`src/design/lsps_pkg.sv`:
```
// Package for the line-sensor PID steering unit: widths, codes and shared types.
package lsps_pkg;

   localparam int SAMPLE_BITS = 12;
   localparam int IN_W        = 12;
   localparam int SUM_W       = SAMPLE_BITS + 2;
   localparam int RT_STEPS    = (SUM_W + 33) / 2;
   localparam int RX_W        = 2 * RT_STEPS;
   localparam int RT_W        = RT_STEPS;
   localparam int MAG_W       = RT_W + 14;
   localparam int DEN_W       = SUM_W + 1;
   localparam int DIV_STEPS   = MAG_W;
   localparam int CNT_W       = $clog2(DIV_STEPS + 1);
   localparam int GAIN_W      = 24;
   localparam int OFS_W       = 31;
   localparam int BASE_W      = 15;
   localparam int ERR_W       = 32;
   localparam int DIFF_W      = 33;
   localparam int ISUM_W      = 40;
   localparam int ISUM_LO_W   = 20;
   localparam int MOP_W       = 34;
   localparam int PROD_W      = GAIN_W + 1 + MOP_W;
   localparam int IACC_W      = 65;
   localparam int TERM_W      = 52;
   localparam int DUTY_W      = 16;
   localparam int CSR_IDX_W   = 3;
   localparam int CSR_DATA_W  = 31;

   typedef enum logic [CSR_IDX_W-1:0] {
      CSR_PROP_GAIN  = 3'd0,
      CSR_INTEG_GAIN = 3'd1,
      CSR_DERIV_GAIN = 3'd2,
      CSR_TARGET_OFS = 3'd3,
      CSR_BASE_DUTY  = 3'd4
   } csr_idx_type;

   typedef enum logic [3:0] {
      ST_IDLE,
      ST_ROOT,
      ST_DIV_INIT,
      ST_DIV,
      ST_ERR,
      ST_MUL_P,
      ST_MUL_D,
      ST_MUL_IL,
      ST_MUL_IH,
      ST_ACC_I,
      ST_ACC_T,
      ST_OUT
   } state_type;

   typedef enum logic [3:0] {
      OP_NONE,
      OP_LOAD,
      OP_ROOT,
      OP_DIV_INIT,
      OP_DIV,
      OP_ERR,
      OP_MUL_P,
      OP_MUL_D,
      OP_MUL_IL,
      OP_MUL_IH,
      OP_ACC_I,
      OP_ACC_T,
      OP_OUT
   } op_type;

   typedef struct packed {
      op_type op;
   } cmd_type;

endpackage

```
`src/design/lsps_ctrl.sv`:
```
// Sequencer of the steering unit: walks the datapath through one item.
module lsps_ctrl (
   input  logic              clock,
   input  logic              reset,
   input  logic              req_valid,
   output logic              req_ready,
   input  logic              rsp_ready,
   output logic              rsp_valid,
   output lsps_pkg::cmd_type cmd
);
   import lsps_pkg::*;

   state_type        state_ff, state_in;
   logic [CNT_W-1:0] cnt_ff, cnt_in;
   logic             rsp_valid_ff, rsp_valid_in;
   logic             out_load;

   always_ff @(posedge clock) begin
      if (reset) begin
         state_ff     <= ST_IDLE;
         cnt_ff       <= '0;
         rsp_valid_ff <= 1'b0;
      end else begin
         state_ff     <= state_in;
         cnt_ff       <= cnt_in;
         rsp_valid_ff <= rsp_valid_in;
      end
   end

   always_comb begin
      state_in  = state_ff;
      cnt_in    = cnt_ff;
      req_ready = 1'b0;
      out_load  = 1'b0;
      cmd.op    = OP_NONE;
      unique case (state_ff)
         ST_IDLE: begin
            req_ready = 1'b1;
            if (req_valid) begin
               cmd.op   = OP_LOAD;
               cnt_in   = '0;
               state_in = ST_ROOT;
            end
         end
         ST_ROOT: begin
            cmd.op = OP_ROOT;
            cnt_in = cnt_ff + 1'b1;
            if (cnt_ff == CNT_W'(RT_STEPS - 1)) begin
               state_in = ST_DIV_INIT;
            end
         end
         ST_DIV_INIT: begin
            cmd.op   = OP_DIV_INIT;
            cnt_in   = '0;
            state_in = ST_DIV;
         end
         ST_DIV: begin
            cmd.op = OP_DIV;
            cnt_in = cnt_ff + 1'b1;
            if (cnt_ff == CNT_W'(DIV_STEPS - 1)) begin
               state_in = ST_ERR;
            end
         end
         ST_ERR: begin
            cmd.op   = OP_ERR;
            state_in = ST_MUL_P;
         end
         ST_MUL_P: begin
            cmd.op   = OP_MUL_P;
            state_in = ST_MUL_D;
         end
         ST_MUL_D: begin
            cmd.op   = OP_MUL_D;
            state_in = ST_MUL_IL;
         end
         ST_MUL_IL: begin
            cmd.op   = OP_MUL_IL;
            state_in = ST_MUL_IH;
         end
         ST_MUL_IH: begin
            cmd.op   = OP_MUL_IH;
            state_in = ST_ACC_I;
         end
         ST_ACC_I: begin
            cmd.op   = OP_ACC_I;
            state_in = ST_ACC_T;
         end
         ST_ACC_T: begin
            cmd.op   = OP_ACC_T;
            state_in = ST_OUT;
         end
         ST_OUT: begin
            if (!rsp_valid_ff || rsp_ready) begin
               cmd.op   = OP_OUT;
               out_load = 1'b1;
               state_in = ST_IDLE;
            end
         end
         default: state_in = ST_IDLE;
      endcase
      rsp_valid_in = out_load || (rsp_valid_ff && !rsp_ready);
   end

   assign rsp_valid = rsp_valid_ff;

endmodule

```
`config.mk`:
```
export PLATFORM = sky130hd
export DESIGN_NAME = lsps_ctrl
export DESIGN_NICKNAME = d
export VERILOG_FILES = /design/src/design/lsps_pkg.sv /design/src/design/lsps_ctrl.sv
export SDC_FILE = /design/constraint.sdc
export NUM_CORES = 1
export LEC_CHECK = 0
export BUFFER_PORTS_ARGS = -buffer_cell sky130_fd_sc_hd__buf_2
export CAP_MARGIN = 20
export CORE_ASPECT_RATIO = 0.7
export CORE_UTILIZATION = 35
export CTS_CLUSTER_DIAMETER = 80
export DETAILED_ROUTE_END_ITERATION = 8
export GPL_ROUTABILITY_DRIVEN = 0
export PLACE_DENSITY = 0.61
export SETUP_SLACK_MARGIN = 0.1
export SYNTH_ARGS = -nofsm -noshare
export SYNTH_HDL_FRONTEND = slang
export SYNTH_SLANG_ARGS = --single-unit
```
`constraint.sdc`:
```
create_clock -name clock -period 1.5 [get_ports clock]
set_clock_uncertainty 0.2 [all_clocks]
set_input_delay 0.3 -clock clock [delete_from_list [all_inputs] [get_ports clock]]
set_output_delay 0.3 -clock clock [all_outputs]
set_load 0.01 [all_outputs]
```
==> flow_metrics.py, run 1 <==
metrics = {
    "run_status": {
        "status": "finished, violations left",
        "violations": "setup timing",
    },
    "place": {
        "port_buffers": 9,
        "hpwl_mm": 1.351,
        "placed_cells": 133,
        "dpl-instance-area_um2": 934.6,
    },
    "power": {
        "pwr_density_cell_mw_per_mm2": 632.9,
        "ir_drop_mv": 0.5612,
        "p_leak_nw": 0.5842,
    },
    "critical_path": {
        "cp-startpoint": "state_ff[2]",
        "path_class": "flop to output pin",
        "reg2regPathDepth": 7,
        "r2r-end": "state_ff[0]",
        "setup.worst_path.end_class": "output pin",
        "r2r_start": "cnt_ff[0]",
        "reg2reg_slack_ns": -0.26,
        "crit_path_start_kind": "flop",
        "cp.arrival_ns": 1.27,
        "crit_path_max_fanout": 4,
        "worstPathRequired_ns": 1.00,
        "endpoint": "cmd[0]",
    },
    "synthesis": {
        "synth_flop_cell": "dfxtp_1",
        "avgSynthCellArea_um2": 8.366,
        "synth_enable_flop_cells": 0,
        "yosysSeqAreaShare_pct": 30.61,
        "ys_seq_elements": 11,
        "yosys_warnings": 0,
        "async_flop_share_pct": 0,
        "syn-instance-count": 86,
        "yosysUniqueCellTypes": 38,
        "syn_area_um2": 719.4,
        "syn-num-nets": 93,
    },
    "finish": {
        "nFillCells": 121,
        "antenna_cells": 0,
        "stdcell_count": 161,
        "layout_common_cells": "buf_4 (31), buf_6 (13), buf_2 (9), nor2_1 (7), dfxtp_2 (6)",
        "nets": 147,
        "final_layout_size_suffix_gt1_share_pct": 68.35,
        "final_common_cell": "buf_4",
        "syn2layout_area_growth_pct": 92.00,
        "final_area_mm2": 0.001381,
    },
    "run": {
        "drv_cap": 0,
    },
    "floorplan": {
        "die-height_um": 39.93,
        "ios": 10,
        "placementRows": 13,
        "die_area_mm2": 0.002244,
        "die_w_um": 56.19,
        "coreArea_mm2": 0.001887,
        "initial_core_util_pct": 38.13,
    },
    "sta": {
        "drv_slew": 0,
        "rsz0062_at_grt": "true",
        "fmax_ghz": 0.5650,
        "worst_pin_slew_ns": 0.3184,
        "layout_min_cycle_time_ns": 1.770,
        "hold_viol_final": 0,
        "setup_violations": 14,
        "setup_ws_ns": -0.2700,
        "post-route-period-util_pct": 118.0,
        "slew-limit-headroom_pct": 78.78,
    },
    "clocking": {
        "cts_buffer_depth": 2,
        "root_buffer": "clkbuf_4",
        "cts_sinks": 11,
        "clk_latency_ns": 0.28,
        "h-tree-depth": 1,
        "cts_hold_buf": 0,
        "numCtsBuffers": 3,
        "cts_tree": "done",
        "clk_pin_slew_ns": 0.08,
    },
    "detailed_routing": {
        "wirelength_mm": 2.980,
        "drt-initial-drc-count": 46,
        "postRouteAntennaNets": 0,
        "first_pass_iters": 4,
        "wl_per_cell_um": 18.51,
        "via_count": 901,
        "post-route-drc-count": 0,
        "vias_per_cell": 5.596,
    },
    "grt": {
        "grt_max_degree": 9,
        "grt_pass1_wl_mm": 3.505,
        "antenna_found_initial": 0,
        "grt_use_total_pct": 21.82,
        "grt_overflow_total": 0,
        "grt_pass1_vias": 707,
    },
    "hold_path": {
        "hold_path_class": "input port to flop",
    },
}
==> synth_stat cells (2+ instances only) <==
master / number / area (um^2)
xor2_1: 2 / 17.52
dfxtp_1: 11 / 220.2
nor2_1: 7 / 26.28
xnor2_1: 3 / 26.28
o21ai_0: 3 / 15.01
buf_2: 3 / 15.01
nand3_1: 3 / 15.01
ha_1: 3 / 37.54
a21oi_1: 6 / 30.03
nand2_1: 6 / 22.52
inv_1: 6 / 22.52
nor4_1: 2 / 12.51
nand2b_1: 4 / 25.02
nand4_1: 2 / 12.51
a31oi_1: 2 / 12.51
==> worst max-delay path, stage by stage, from the launching register on <==
cell and delay, ns:
dfxtp_4 0.37, buf_4 0.16, a211oi_1 0.27, buf_2 0.18
==> sequential cells by signal, indices dropped and copies added (netlist names) <==
signal / cells
cnt_ff: 6
rsp_valid: 1
state_ff: 4
==> where the power goes <==
group | total [mW] | leakage, nW | switching, mW | internal (mW)
registers | 0.316 | 0.0934 | 0.0134 | 0.302
logic | 0.333 | 0.476 | 0.155 | 0.179
clock network | 0.225 | 0.0150 | 0.122 | 0.103
total | 0.874 | 0.584 | 0.290 | 0.584
==> layer usage <==
metal  track usage, %  vias up  share of wire (%)
met5                0        -                  0
met4            5.488        0                2.3
met3            6.129        8                7.4
met2            33.04       39                 46
met1            30.89      437                 45
li1                 -      417                  -
==> worst min path at each step <==
stage / start / to / slack [ns] / cells past startpoint
finish: reset / state_ff[2] / 0.10 / 2
detailed placement: cnt_ff[1] / cnt_ff[1] / 0.35 / 2
global placement: cnt_ff[5] / cnt_ff[5] / 0.32 / 1
global route: reset / state_ff[2] / 0.11 / 2
floorplan: cnt_ff[5] / cnt_ff[5] / 0.29 / 1
CTS: reset / state_ff[3] / 0.1 / 2
==> metrics by stage <==
step                      hold slack [ns]  util (%)  worst slack, ns  power [mW]   TNS, ns
after floorplan                    0.2911         -         -0.02087      0.4302  -0.02087
after global placement             0.3172     49.54         -0.08514      0.4956   -0.3234
after detailed placement           0.3466     49.54          -0.1386      0.4979   -0.4763
after CTS                         0.09785     61.74          -0.2169      0.7966    -1.727
after global routing               0.1094     73.21          -0.3128      0.9158    -3.217
final                              0.1039     73.21          -0.2700      0.8743    -2.475
==> repair_timing <==
| item | in CTS | in global routing |
|---|---|---|
| pin swaps | 13 | 16 |
| setup endpoints to repair | 14 | 14 |
| gates resized for setup | 28 | 25 |
| setup buffers | 12 | 13 |
==> final cells by class <==
type / instances / area, um^2 / share of cell area, %
multi-input cells: 63 / 608.1 / 44.02
repair buffers: 55 / 459.2 / 33.24
flip-flops and latches: 11 / 235.2 / 17.03
well taps: 22 / 27.53 / 1.993
clock buffers: 4 / 26.28 / 1.902
inverters: 6 / 25.02 / 1.812
==> cells by family after synthesis <==
family	share of synthesized area, %
simple gates	28.52
compound gates	21.22
buf+inv	8.347
flops	30.61
xor+xnor	6.088
fa+ha+maj	5.218
Power figures use the tool's default switching activity.
==> inputs of run 2 (changes only) <==
ABC_AREA = 1   (was default)
==> run 2 against run 1 <==
  * Area after synthesis up 3.1%
  * Sequential power rose by 34%
  * Worst setup slack worse by 0.0076 ns
  * Highest routed layer unchanged
  * Utilization is 13 points lower
  * Via count shrank 12%
  * Worst hold slack improved by 0.012 ns
  * Wire length down 31%
  * The flow still finishes with violations (setup timing)
  * Register-to-register slack improved by 0.24 ns
  * Fmax fell by 0.43%
  * First-iteration DRC count shrank 76%
  * Clock-buffer cell count unchanged
==> flow_metrics.py, run 2 <==
metrics = {
    "run_status": {
        "status": "finished, violations left",
        "violations": "setup timing",
    },
    "synthesis": {
        "synth.area.top_cells": "dfxtp_1 (30%), nand2_1 (12%), inv_1 (11%)",
        "syn-instance-count": 113,
        "yosysTopAreaCellShare_pct": 29.68,
        "synth_enable_flop_cells": 0,
        "syn_area_um2": 742.0,
        "synth_xor_area_share_pct": 2.361,
        "async_flop_share_pct": 0,
        "synth_flop_cell": "dfxtp_1",
        "yosys.area_share.simple_pct": 35.75,
        "avgSynthCellArea_um2": 6.566,
        "synth_adder_area_share_pct": 5.059,
        "ys_seq_elements": 11,
        "yosysSeqAreaShare_pct": 29.68,
        "synth_compound_area_share_pct": 13.83,
        "yosys.area.top_type": "dfxtp_1",
        "yosys_warnings": 0,
        "synth.most_common_cell": "nand2_1",
        "synth_top_family_by_area": "simple AND/OR/NAND/NOR gates",
        "syn-num-nets": 120,
        "synthTopCellsByCount": "nand2_1 (24), inv_1 (21), nor2_1 (12), dfxtp_1 (11), a21oi_1 (7)",
        "yosysUniqueCellTypes": 23,
        "muxShareOfSynthArea_pct": 0,
    },
    "detailed_routing": {
        "first_pass_iters": 4,
        "via_count": 790,
        "wirelength_mm": 2.066,
        "wl_per_cell_um": 12.52,
        "postRouteAntennaNets": 0,
        "post-route-drc-count": 0,
        "vias_per_cell": 4.788,
        "drt-initial-drc-count": 11,
    },
    "finish": {
        "layout_common_cells": "nand2_1 (21), inv_1 (14), buf_4 (13), buf_2 (8), inv_2 (7)",
        "largest_reg_flops": 6,
        "max_flop_register": "cnt_ff",
        "antenna_cells": 0,
        "syn2layout_area_growth_pct": 54.64,
        "nets": 151,
        "final_layout_size_suffix_gt1_share_pct": 55.24,
        "final_area_mm2": 0.001147,
        "final_common_cell": "nand2_1",
    },
    "grt": {
        "grt_pass1_wl_mm": 3.118,
        "grt_pass1_vias": 701,
        "grt_use_total_pct": 18.53,
        "grt_max_degree": 11,
        "grt_overflow_total": 0,
        "antenna_found_initial": 0,
    },
    "sta": {
        "slew-limit-headroom_pct": 77.64,
        "setup_violations": 6,
        "worst_pin_slew_ns": 0.3351,
        "rsz0062_at_grt": "true",
        "setup_ws_ns": -0.2775,
        "hold_viol_final": 0,
        "fin_setup_tns_ns": -1.119,
        "hold-worst-slack_ns": 0.1154,
        "drv_slew": 0,
        "layout_min_cycle_time_ns": 1.778,
        "post-route-period-util_pct": 118.5,
        "fmax_ghz": 0.5626,
    },
    "power": {
        "finalPower_mw": 1.604,
        "p_comb_share_pct": 59.8,
        "swShare_pct": 43.30,
        "intPower_uw": 909.2,
        "power_switching_uw": 694.5,
        "ir_drop_mv": 0.4607,
        "p_leak_nw": 0.5283,
        "pwr_density_cell_mw_per_mm2": 1398,
        "power_frac_clock_pct": 13.7,
        "power_frac_seq_pct": 26.4,
    },
    "run": {
        "drv_cap": 0,
    },
    "critical_path": {
        "path_class": "flop to output pin",
        "worstPathRequired_ns": 1.00,
        "crit_path_start_kind": "flop",
        "setup.worst_path.end_class": "output pin",
        "crit_path_max_fanout": 3,
        "cp.arrival_ns": 1.28,
    },
    "place": {
        "port_buffers": 9,
        "hpwl_mm": 1.347,
        "dpl-instance-area_um2": 882.1,
        "dp_slack_ns": -0.006183,
    },
    "clocking": {
        "cts_sinks": 11,
        "clk_latency_ns": 0.28,
        "clk_pin_slew_ns": 0.08,
        "cts_hold_buf": 0,
        "numCtsBuffers": 3,
        "cts_buffer_depth": 2,
        "root_buffer": "clkbuf_4",
        "h-tree-depth": 1,
        "cts_tree": "done",
    },
    "floorplan": {
        "initial_core_util_pct": 38.66,
        "ios": 10,
        "placementRows": 13,
        "coreArea_mm2": 0.001919,
        "die_area_mm2": 0.002311,
        "die_w_um": 57.03,
        "die-height_um": 40.52,
    },
    "hold_path": {
        "hold_path_class": "input port to flop",
    },
}
-- run 2: cell count changes after synthesis, sizes merged, moves of 2 or more --
| cell | change |
|---|---|
| nand4 | +2 |
| nand2b | -4 |
| xnor2 | -3 |
| inv | +18 |
| a21oi | +2 |
| a2111oi | -2 |
| nor2 | +7 |
| nor4 | -3 |
| buf | -6 |
| o21ai | +2 |
| nand2 | +23 |
| nand3 | +3 |
-- run 2: worst paths after layout --
path,start,end,slack (ns),cells past startpoint
setup / recovery,state_ff[3],cmd[2],-0.28,7
hold / removal,reset,cnt_ff[1],0.12,2
setup reg to reg,state_ff[1],rsp_valid,-0.02,9
hold reg to reg,cnt_ff[0],cnt_ff[0],0.27,1
-- run 2: cells by family (layout without fill, tap and decap cells) --
| kind of cell | count (synthesis) | after routing |
|---|---|---|
| buffers and inverters | 26 | 56 |
| flip-flops | 11 | 11 |
| adder cells (fa/ha/maj) | 3 | 3 |
| AND/OR/NAND/NOR | 55 | 55 |
| XOR/XNOR | 2 | 2 |
| AO/OA/AOI/OAI | 16 | 16 |
-- run 2: stage by stage --
stage / cells / util (%)
2_1_floorplan: 113 / -
3_3_place_gp: 151 / 45.96
3_5_place_dp: 151 / 45.96
4_1_cts: 161 / 53.06
5_1_grt: 165 / 59.78
6_report: 165 / 59.78
-- run 2: worst max-delay path, stage by stage, from the launching register on --
cell	delay, ns
dfxtp_2	0.36
inv_4	0.05
nor2_4	0.14
inv_2	0.08
nor2_4	0.10
inv_2	0.06
o21bai_4	0.10
buf_6	0.11
-- run 2: what timing repair did --
action / CTS / global route
pin swaps: 7 / 11
setup buffers: 6 / 6
resized for setup: 24 / 30
endpoints found under the setup margin: 8 / 14
-- run 2: layout make-up --
type,count,area [um^2]
clock buffer,4,26.28
fill,158,772.0
tap,22,27.53
sequential,11,241.5
inverter,25,106.4
multi-input combinational,76,540.5
timing repair buffer,27,205.2
-- run 2: metal layers --
metal	global-route usage [%]	part of all wire, %	vias up
li1	-	-	411
met1	23.54	47	355
met2	32.35	48	20
met3	4.839	4.3	4
met4	4.268	0.68	0
met5	0	0	-
-- run 2: power by group through the flow --
stage	combinational (mW)	clock [mW]	sequential (mW)
after CTS	0.809	0.220	0.413
after floorplan	0.438	0	0.388
after global placement	0.684	0	0.386
final	0.960	0.220	0.424
after global routing	1.05	0.235	0.431
after detailed placement	0.698	0	0.388
